`src/hdl/icf_pkg.sv`:
```
// ---------------------------------------------------------------------------
// icf_pkg
// types, constants and tables of the imu complementary filter
// ---------------------------------------------------------------------------
`default_nettype none
package icf_pkg;

  localparam int CORDIC_STEPS_DEF = 16;
  localparam int ATAN_ENTRIES     = 24;
  localparam int OPW              = 26;
  localparam int XW               = 43;
  localparam int ZW               = 26;
  localparam int SQW              = 48;
  localparam int RTW              = 24;
  localparam int CFG_IDX_W        = 2;

  localparam logic [15:0] BLEND_RESET = 16'd32113;
  localparam logic [15:0] GYRO_RESET  = 16'd10230;
  localparam logic signed [ZW-1:0] HALF_TURN = 26'sd11796480;

  localparam logic [CFG_IDX_W-1:0] CFG_BLEND = 2'd0;
  localparam logic [CFG_IDX_W-1:0] CFG_GYRO  = 2'd1;

  typedef struct packed {
    logic signed [15:0] accel_x;
    logic signed [15:0] accel_y;
    logic signed [15:0] accel_z;
    logic signed [15:0] gyro_x;
    logic signed [15:0] gyro_y;
    logic signed [15:0] gyro_z;
  } in_item_t;

  typedef struct packed {
    logic signed [31:0] angle_x;
    logic signed [31:0] angle_y;
    logic signed [31:0] angle_z;
  } out_item_t;

  typedef struct packed {
    logic                 valid;
    logic                 zero;
    logic signed [XW-1:0] x;
    logic signed [XW-1:0] y;
    logic signed [ZW-1:0] z;
  } cord_t;

  typedef enum logic [3:0] {
    ST_IDLE, ST_SQ, ST_RSTART, ST_ROOT, ST_FEED0, ST_FEED1, ST_CWAIT,
    ST_BGYR, ST_BSUM, ST_BMW, ST_BMT, ST_BACC, ST_DONE
  } state_t;

  function automatic logic signed [ZW-1:0] icf_atan(input int i);
    logic signed [ZW-1:0] v;
    case (i)
      0:       v = 26'sd2949120;
      1:       v = 26'sd1740967;
      2:       v = 26'sd919879;
      3:       v = 26'sd466945;
      4:       v = 26'sd234379;
      5:       v = 26'sd117304;
      6:       v = 26'sd58666;
      7:       v = 26'sd29335;
      8:       v = 26'sd14668;
      9:       v = 26'sd7334;
      10:      v = 26'sd3667;
      11:      v = 26'sd1833;
      12:      v = 26'sd917;
      13:      v = 26'sd458;
      14:      v = 26'sd229;
      15:      v = 26'sd115;
      16:      v = 26'sd57;
      17:      v = 26'sd29;
      18:      v = 26'sd14;
      19:      v = 26'sd7;
      20:      v = 26'sd4;
      21:      v = 26'sd2;
      22:      v = 26'sd1;
      default: v = 26'sd0;
    endcase
    return v;
  endfunction

endpackage
`default_nettype wire

```
`src/hdl/icf_isqrt.sv`:
```
// ---------------------------------------------------------------------------
// icf_isqrt
// bit-serial integer square root, one result bit per cycle
// ---------------------------------------------------------------------------
`default_nettype none
module icf_isqrt import icf_pkg::*; (
  input  wire              clk,
  input  wire              rst_n,
  input  wire              start_i,
  input  wire  [SQW-1:0]   n_i,
  output logic             done_o,
  output logic [RTW-1:0]   root_o
);

  logic [SQW-1:0] rem_r, res_r, rem_nxt, res_nxt, bitv, trial;
  logic [4:0] cnt_r;
  logic busy_r, done_r;

  always_comb begin
    bitv  = SQW'(1) << {cnt_r, 1'b0};
    trial = res_r + bitv;
    if (rem_r >= trial) begin
      rem_nxt = rem_r - trial;
      res_nxt = (res_r >> 1) + bitv;
    end else begin
      rem_nxt = rem_r;
      res_nxt = res_r >> 1;
    end
  end

  always_ff @(posedge clk) begin
    if (!rst_n) begin
      busy_r <= 1'b0;
      done_r <= 1'b0;
    end else begin
      done_r <= 1'b0;
      if (start_i) begin
        rem_r  <= n_i;
        res_r  <= '0;
        cnt_r  <= 5'd23;
        busy_r <= 1'b1;
      end else if (busy_r) begin
        rem_r <= rem_nxt;
        res_r <= res_nxt;
        cnt_r <= cnt_r - 5'd1;
        if (cnt_r == 5'd0) begin
          busy_r <= 1'b0;
          done_r <= 1'b1;
        end
      end
    end
  end

  assign done_o = done_r;
  assign root_o = res_r[RTW-1:0];

endmodule
`default_nettype wire

```
`config.mk`:
```
export PLATFORM = sky130hd
export DESIGN_NAME = icf_isqrt
export DESIGN_NICKNAME = d
export VERILOG_FILES = /design/src/hdl/icf_pkg.sv /design/src/hdl/icf_isqrt.sv
export SDC_FILE = /design/constraint.sdc
export NUM_CORES = 1
export LEC_CHECK = 0
export BUFFER_PORTS_ARGS = -buffer_cell sky130_fd_sc_hd__buf_2
export CAP_MARGIN = 20
export CORE_MARGIN = 3
export CORE_UTILIZATION = 25
export CTS_BUF_LIST = sky130_fd_sc_hd__clkbuf_2
export DETAILED_ROUTE_END_ITERATION = 12
export PLACE_DENSITY = 0.45
export REMOVE_ABC_BUFFERS = 1
export SLEW_MARGIN = 20
export SYNTH_ARGS = -nofsm -noshare
export SYNTH_HDL_FRONTEND = slang
export SYNTH_SLANG_ARGS = --single-unit
```
`constraint.sdc`:
```
create_clock -name clk -period 22 [get_ports clk]
set_input_delay 5.5 -clock clk [delete_from_list [all_inputs] [get_ports clk]]
set_output_delay 5.5 -clock clk [all_outputs]
set_load 0.02 [all_outputs]
```
== Word-level counts from Yosys, hierarchy flattened ==
Cells that the tools add are included.
Storage, ports and cells
  register bits: 103
  input port bits: 51
  word-level logic and storage cells: 29
Operators by class
  add/subtract/negate cells: 4
  order comparisons: 1
  shift-type cells: 1
  multiplexer cells: 10
  bitwise logic cells: 2
  reduce and logical (&&, ||, !) cells: 6
Operators by type and width (count)
  48-bit 2-to-1 mux: 5
  47-bit by 48-bit adder with 48-bit output: 1
  48-bit adder: 1
  48-bit greater-or-equal comparator: 1
  1-bit by 6-bit << shifter with 48-bit output, first input constant: 1
  48-bit subtractor: 1
  5-bit logical NOT: 1
  5-bit 2-to-1 mux: 1
  5-bit by 1-bit subtractor with 5-bit output, second input constant: 1
  1-bit 2-to-1 mux: 4
  2-bit nonzero test: 2
  3-bit AND reduction: 1
  3-bit OR reduction: 1
  1-bit inverter: 2
  2-bit AND reduction: 1

== Longest topological paths before layout ==
Gate-level depths: netlist of the first run.
  depth after elaboration: 6
  mapped depth: 26
  mapped depth without buffers: 24

== Worst setup path after synthesis of the first run ==
Ideal clock, no wire load.
  path type: input -> register
  start: input port start_i
  end: register rem_r[0] (enable)
  setup time: 0.470 ns
  data arrival time: 8.582 ns
  data required time: 21.530 ns
  path slack: 12.949 ns
  stages on the path: 4
  path buffers: 2
  cell sequence: clkbuf_1 > clkbuf_1 > o21ai_0 > a21oi_1
On the way
  cells in the longest elaborated chain, start to end: 2
  elaborated cells on any way between the ends: 3
Ends and longest elaborated chain
  from (decl): RTL line icf_isqrt.sv:9  | input wire start_i,
  2-bit nonzero test (no line)
  3-bit AND reduction (no line) *
  to (signal assigned): RTL line icf_isqrt.sv:38  | rem_r <= n_i;
  to (signal assigned): RTL line icf_isqrt.sv:43  | rem_r <= rem_nxt;
  to (decl): RTL line icf_isqrt.sv:15  | logic [SQW-1:0] rem_r, res_r, rem_nxt, res_nxt, bitv, trial;
Mark *: on every way between the ends. The rest lies on a longest branch, timed or not.
A chain may end at the register's enable or synchronous reset.

== Worst setup path in the final report of the first run ==
  start: register cnt_r[4]
  end: register rem_r[31] (enable)
On the way
  cells in the longest elaborated chain, start to end: 5
Ends and longest elaborated chain
  from (decl): RTL line icf_isqrt.sv:16  | logic [4:0] cnt_r;
  from (signal assigned): RTL line icf_isqrt.sv:45  | cnt_r <= cnt_r - 5'd1;
  1-bit by 6-bit << shifter with 48-bit output: RTL line icf_isqrt.sv:20  | bitv = SQW'(1) << {cnt_r, 1'b0};
  48-bit adder: RTL line icf_isqrt.sv:21  | trial = res_r + bitv;
  48-bit greater-or-equal comparator: RTL line icf_isqrt.sv:22  | if (rem_r >= trial) begin
  2-bit nonzero test (no line)
  3-bit AND reduction (no line)
No other way between the ends.

==> summary.txt, run 1 <==
Timing
  – Max Slew Vio Count: 0
  – Final hold violation count: 0
  – Period utilization: 33.3%
  – Final setup TNS: 0 ns
  – Clk_skew: 0.0643 ns
  – Min Tclk post-route: 7.33 ns
  – Relative slew slack: 25.0%
  – Actual slew at the worst max-slew pin: 1.12 ns
  – Final setup vio count: 0
  – Unrepaired setup endpoints after global routing: no
  – Fmax: 136 MHz

Global routing
  – Initial antenna violation count: 2
  – Largest net degree at the start of global routing: 62
  – Vias in the first global route: 9298
  – First-pass GRT wire length: 52.1 mm
  – Total grt overflow: 0
  – GRT Overall Usage: 14.6%

Worst hold path
  – Worst min path class: flip-flop to flip-flop
  – Hold path start: busy_r
  – Worst Hold Endpoint: done_o
  – Hold Path Depth: 1

Finish
  – Area of the multi-input gates: 0.00716 mm²
  – Design Area, Final: 0.0116 mm²
  – Register area: 0.00307 mm²
  – Share of cells above drive strength 1: 9.21%
  – Synth-to-Final Area Change: 8.29%
  – Fin util: 27.5%
  – Fill cells: 4556
  – # nets final: 1471

Route
  – Drt initial violations: 624
  – Via-to-Cell Ratio: 5.13
  – Total wire length: 32.8 mm
  – Antenna-violating nets left: 0
  – Iteration count of the initial detailed-routing pass: 5
  – # DRC: 0
  – Vias: 9575
  – WL/cell: 17.6 µm

Clock tree
  – CTS tree: done
  – Clk slew on worst S/H paths: 0.33 ns
  – CTS Hold Bufs: 0
  – CTS root buffer: clkbuf_2
  – CTS Sinks: 103
  – Post-CTS Resized: 0
  – Num CTS Buffers: 9
  – CTS max path bufs: 2
  – Worst-skew pair later-pin latency: 0.75 ns
  – Post-CTS Setup Inserts: 0
  – H-tree Lvls: 3

Job
  – Max-cap violations: 0

Floorplanning
  – Die area: 0.0453 mm²
  – Core Rows: 75
  – Die width: 213 µm
  – Die Height: 213 µm
  – Initial Utilization: 25.4%
  – Core ar.: 0.0421 mm²
  – Ports: 76

Logic synthesis
  – Async SR Flop Fraction: 0%
  – Mapped Area: 0.0107 mm²
  – FF+latch count, synth: 103
  – Syn Inst Count: 1295
  – Syn Area/Cell: 8.26 µm²
  – Synth unique cells: 72
  – EDFF count, synth: 101
  – Top FF cell, synth: edfxtp_1
  – Yosys warnings: 0
  – Post-synthesis sequential area ratio: 28.7%

Power and ir drop
  – PwrDens: 54.8 mW/mm²
  – Peak VDD IR: 0.0187 mV
  – Lkg Pwr: 4.34 nW

Critical path
  – Critical path fanouts, max: 48
  – Reg2reg start: cnt_r[4]
  – Crit path DAT: 7.70 ns
  – Required time worst endpoint: 22.37 ns
  – Critical path capture point type: flip-flop
  – Reg2Reg Capture Point: rem_r[31]
  – Worst R2R Setup Slack: 14.67 ns
  – Worst Path Class, Setup: flip-flop to flip-flop
  – Worst Setup Start Kind: flip-flop
  – Worst reg2reg path depth: 21

Placement
  – Routability cong.: 0.836
  – Half-perimeter wire length after placement: 25.6 mm
  – Placed Area: 0.0115 mm²
  – Port bufs: 75

Run status
  – Outcome: completed
## logic make-up after synthesis
group	after synthesis	share of synthesized area [%]
simple gates	456	20.4
compound gates	401	23.5
xor+xnor	124	10.2
fa+ha+maj	103	12.0
flops	103	28.7
buf+inv	102	4.57
mux	6	0.608
## where the power goes
part	switching, mW	internal [mW]	total (mW)
Sequential	0.0217	0.243	0.265
Combinational	0.163	0.103	0.265
Clock	0.0777	0.0265	0.104
## registers in the layout, summed over array words and instances (netlist names)
signal	flops
busy_r	1
rem_r	48
done_o	1
res_r	48
cnt_r	5
## critical path, cell delays in order, from the launching register on
cell      delay (ns)
edfxtp_1        0.67
nor3_1          0.34
and2_1          0.25
ha_1            0.21
a21oi_1         0.07
o21ai_0         0.29
a31oi_1         0.21
o21ai_0         0.67
nor2b_1         0.32
inv_1           0.06
o21ai_0         0.25
a31oi_1         0.15
xor2_1          0.18
ha_1            0.40
nand3_1         0.20
or3_1           0.44
or4_1           0.46
nor3_1          0.22
a211oi_1        0.17
a21o_1          0.48
a21oi_4         0.24
buf_4           0.54
## cell usage after synthesis (6+ instances only)
library cell,number,area share [%]
clkbuf_1,38,1.3
o31ai_1,8,0.56
a21boi_0,10,0.70
a31o_2,7,0.57
o21a_1,11,0.77
nor4_1,7,0.41
o21ai_0,123,5.8
and2_1,13,0.76
o211ai_1,12,0.84
and3_1,30,1.8
edfxtp_1,101,28
a21oi_1,82,3.8
a31oi_1,40,2.3
a41oi_1,7,0.57
a311oi_1,6,0.49
nor2_1,122,4.3
or3_1,14,0.82
nand2b_1,13,0.76
buf_4,24,1.7
nand2_1,146,5.1
nor2b_1,12,0.70
inv_1,34,1.2
nor3_1,19,0.89
a211oi_1,22,1.5
nand4_1,17,0.99
xnor2_1,56,4.6
ha_1,99,12
o21bai_1,19,1.3
a21o_1,25,1.8
nand3_1,33,1.5
xor2_1,68,5.6
## how the worst max path moves through the flow
| stage | cells past startpoint | from | endpoint |
|---|---|---|---|
| 6_report | 21 | cnt_r[4] | rem_r[31] |
| 5_1_grt | 21 | cnt_r[4] | rem_r[33] |
| 4_1_cts | 1 | res_r[9] | root_o[9] |
| 3_5_place_dp | 6 | start_i | rem_r[35] |
| 3_3_place_gp | 6 | start_i | rem_r[35] |
| 2_1_floorplan | 2 | start_i | rem_r[0] |
## placed cells by master (no fill, tap or decap), types with 5 or more instances in the layout
cell | netlist | final
nand4_1 | 17 | 17
nor2b_1 | 12 | 12
and4_1 | 5 | 5
a21oi_1 | 82 | 80
a31oi_1 | 40 | 40
o21bai_1 | 19 | 19
edfxtp_1 | 101 | 101
inv_1 | 34 | 33
or3_1 | 14 | 14
a211oi_1 | 22 | 22
nor4_1 | 7 | 7
o21a_1 | 11 | 11
nand2_1 | 146 | 146
and2_1 | 13 | 13
nand2b_1 | 13 | 13
a311oi_1 | 6 | 6
xor2_1 | 68 | 68
buf_4 | 24 | 8
xnor2_1 | 56 | 56
ha_1 | 99 | 99
a41oi_1 | 7 | 7
buf_2 | 1 | 74
nor3_1 | 19 | 19
clkbuf_2 | 0 | 10
or2_2 | 5 | 5
o211ai_1 | 12 | 12
a21o_1 | 25 | 25
a31o_2 | 7 | 7
a21boi_0 | 10 | 10
and3_1 | 30 | 30
nor2_1 | 122 | 122
o21ai_0 | 123 | 123
nand3_1 | 33 | 33
o31ai_1 | 8 | 8
## metrics by stage
step | worst slack (ns) | power, mW | std cells | hold slack, ns
after floorplan | 13.53 | 0.455 | 1227 | 0.447
after global placement | 14.16 | 0.535 | 1848 | 0.466
after detailed placement | 14.17 | 0.535 | 1848 | 0.477
after CTS | 14.63 | 0.642 | 1864 | 0.511
after global routing | 14.09 | 0.686 | 1868 | 0.521
final | 14.67 | 0.635 | 1868 | 0.512
## cell type report
cell class	count	area share, %
Multi-Input combinational cell	1090	61.8
Sequential cell	103	26.5
Tap cell	539	5.82
Timing Repair Buffer	82	3.71
Inverter	34	1.10
Clock inverter	6	0.529
Clock buffer	10	0.432
Antenna cell	4	0.0864
## layer usage
metal	wire length (µm)	up-vias	global-route usage, %
met2	14700	194	23.4
met4	513	0	3.37
met5	0	-	0
met3	1350	32	2.35
met1	16200	4515	20.7
li1	-	4834	-
Note: power is estimated with default switching activity, not from simulation.
==> inputs of run 2 (changes only) <==
==> constraint.sdc (replaced) <==
create_clock -name clk -period 7.1 [get_ports clk]
set_input_delay 1.775 -clock clk [delete_from_list [all_inputs] [get_ports clk]]
set_output_delay 1.775 -clock clk [all_outputs]
set_load 0.02 [all_outputs]
==> run 2 against run 1 <==
Effect of this change: worst hold slack got worse by 0.0055 ns; sequential share of layout area decreased by 0.28 points; highest routed layer unchanged; first-iteration DRC count increased by 19%; clock skew decreased by 0.0040 ns; via count increased by 0.13%; combinational power increased to 3.2 times the previous value; critical path depth increased by 2; global-route usage increased by 0.49 points; critical path type unchanged; core utilization increased by 0.29 points; largest power group is now combinational cells.
==> summary.txt, run 2 (same netlist as run 1, synthesis figures left out) <==
Run status
  – Outcome: completed

Finish
  – Register area: 0.00307 mm²
  – Biggest regs: rem_r (48), res_r (48), cnt_r (5)
  – Synth-to-Final Area Change: 9.45%
  – Area of the multi-input gates: 0.00716 mm²
  – Most common cell after layout, fill and taps aside: nand2_1
  – # nets final: 1479
  – Share of cells above drive strength 1: 9.61%
  – Fin cells: 1876
  – Most frequent cells in the layout: nand2_1, o21ai_0, nor2_1, edfxtp_1, ha_1
  – Fill cells: 4536

Clock tree
  – CTS tree: done
  – Clk slew on worst S/H paths: 0.30 ns
  – Num CTS Buffers: 9
  – CTS Sinks: 103
  – CTS max path bufs: 2
  – CTS root buffer: clkbuf_2
  – CTS Hold Bufs: 0
  – Worst-skew pair later-pin latency: 0.78 ns
  – H-tree Lvls: 3

Global routing
  – Largest net degree at the start of global routing: 124
  – Vias in the first global route: 9337
  – Total grt overflow: 0
  – Initial antenna violation count: 2
  – First-pass GRT wire length: 53.2 mm
  – GRT Overall Usage: 15.1%

Floorplanning
  – Die width: 213 µm
  – Die area: 0.0453 mm²
  – Ports: 76
  – Core ar.: 0.0421 mm²
  – Initial Utilization: 25.4%
  – Core Rows: 75
  – Die Height: 213 µm

Critical path
  – Worst Setup Start Kind: flip-flop
  – Worst R2R Setup Slack: 0.53 ns
  – Critical path capture point type: flip-flop
  – Worst Path Class, Setup: flip-flop to flip-flop
  – CP bufs+invs: 1
  – CP max stage delay: 0.53 ns
  – CP max-delay cell: edfxtp_1
  – CP delay by family, top: compound AO/OA/AOI/OAI gates
  – Required time worst endpoint: 7.69 ns
  – Critical Path, Cell by Cell: inv_1, ha_1, and2_1, ha_1, ha_1, nand2_1, a211oi_1, o21bai_1, a21boi_0, maj3_1, and3_1, o21ai_0, xor2_1, ha_1, a211o_1, a21oi_1, o211ai_1, o21ai_0, a21oi_1, a21oi_1, o21ai_0, and4_1, nor3_1
  – Most common cell type on the critical path: ha_1
  – Critical path fanouts, max: 7
  – Crit path DAT: 7.16 ns

Route
  – Antenna-violating nets left: 0
  – Total wire length: 34.2 mm
  – Via-to-Cell Ratio: 5.11
  – # DRC: 0
  – Iteration count of the initial detailed-routing pass: 5
  – WL/cell: 18.2 µm
  – Vias: 9587
  – Drt initial violations: 742

Power and ir drop
  – Peak VDD IR: 0.0661 mV
  – Lkg Pwr: 4.40 nW
  – PwrDens: 172 mW/mm²

Timing
  – Clk_skew: 0.0604 ns
  – Final hold violation count: 0
  – Min Tclk post-route: 6.57 ns
  – Final WS setup: 0.535 ns
  – Max Slew Vio Count: 0
  – Relative slew slack: 37.7%
  – Period utilization: 92.5%
  – Actual slew at the worst max-slew pin: 0.928 ns
  – Fmax: 152 MHz
  – Unrepaired setup endpoints after global routing: no
  – Final setup vio count: 0

Placement
  – Port bufs: 75
  – Routability cong.: 0.847
  – Post-Place Cells: 1854
  – Setup Slack @ Placement: 0.363 ns
  – Half-perimeter wire length after placement: 26.7 mm

Worst hold path
  – Worst min path class: flip-flop to flip-flop

Job
  – Max-cap violations: 0
## run 2: worst paths after layout
path               end  startpoint  cells past startpoint
max reg2reg  rem_r[47]    cnt_r[0]                     23
max          rem_r[47]    cnt_r[0]                     23
min reg2reg     done_o      busy_r                      1
min             done_o      busy_r                      1
## run 2: metrics by stage
step	util [%]	hold WS, ns	power (mW)	cell area, µm²	TNS [ns]
after global placement	27.4	0.482	1.68	11500	0
after detailed placement	27.4	0.481	1.67	11500	0
after floorplan	-	0.447	1.41	10300	-24.36
after global routing	27.8	0.535	2.17	11700	0
final	27.8	0.507	2.02	11700	0
after CTS	27.7	0.516	2.02	11700	0
## run 2: routing by layer
layer	GRT usage, %	wire length, µm	up-vias
li1	-	-	4854
met1	21.0	16800	4481
met2	24.3	15400	206
met3	2.15	1230	46
met4	4.66	771	0
met5	0	0	-
## run 2: area by class of cell
class / count / area share, %
Multi-Input combinational cell: 1090 / 61.1
Sequential cell: 103 / 26.2
Tap cell: 539 / 5.76
Timing Repair Buffer: 90 / 4.62
Inverter: 34 / 1.09
Clock inverter: 6 / 0.652
Clock buffer: 9 / 0.385
Antenna cell: 5 / 0.107
## run 2: power by group
part | leakage [nW] | switching [mW] | internal (mW)
Sequential | 0.982 | 0.0662 | 0.753
Combinational | 3.34 | 0.512 | 0.342
Clock | 0.0743 | 0.233 | 0.111
## run 2: what timing repair did
action / CTS / global route
endpoints found under the setup margin: 0 / 55
endpoints found under the hold margin: 0 / 0
gates resized for setup: 0 / 1
buffers inserted: 0 / 2
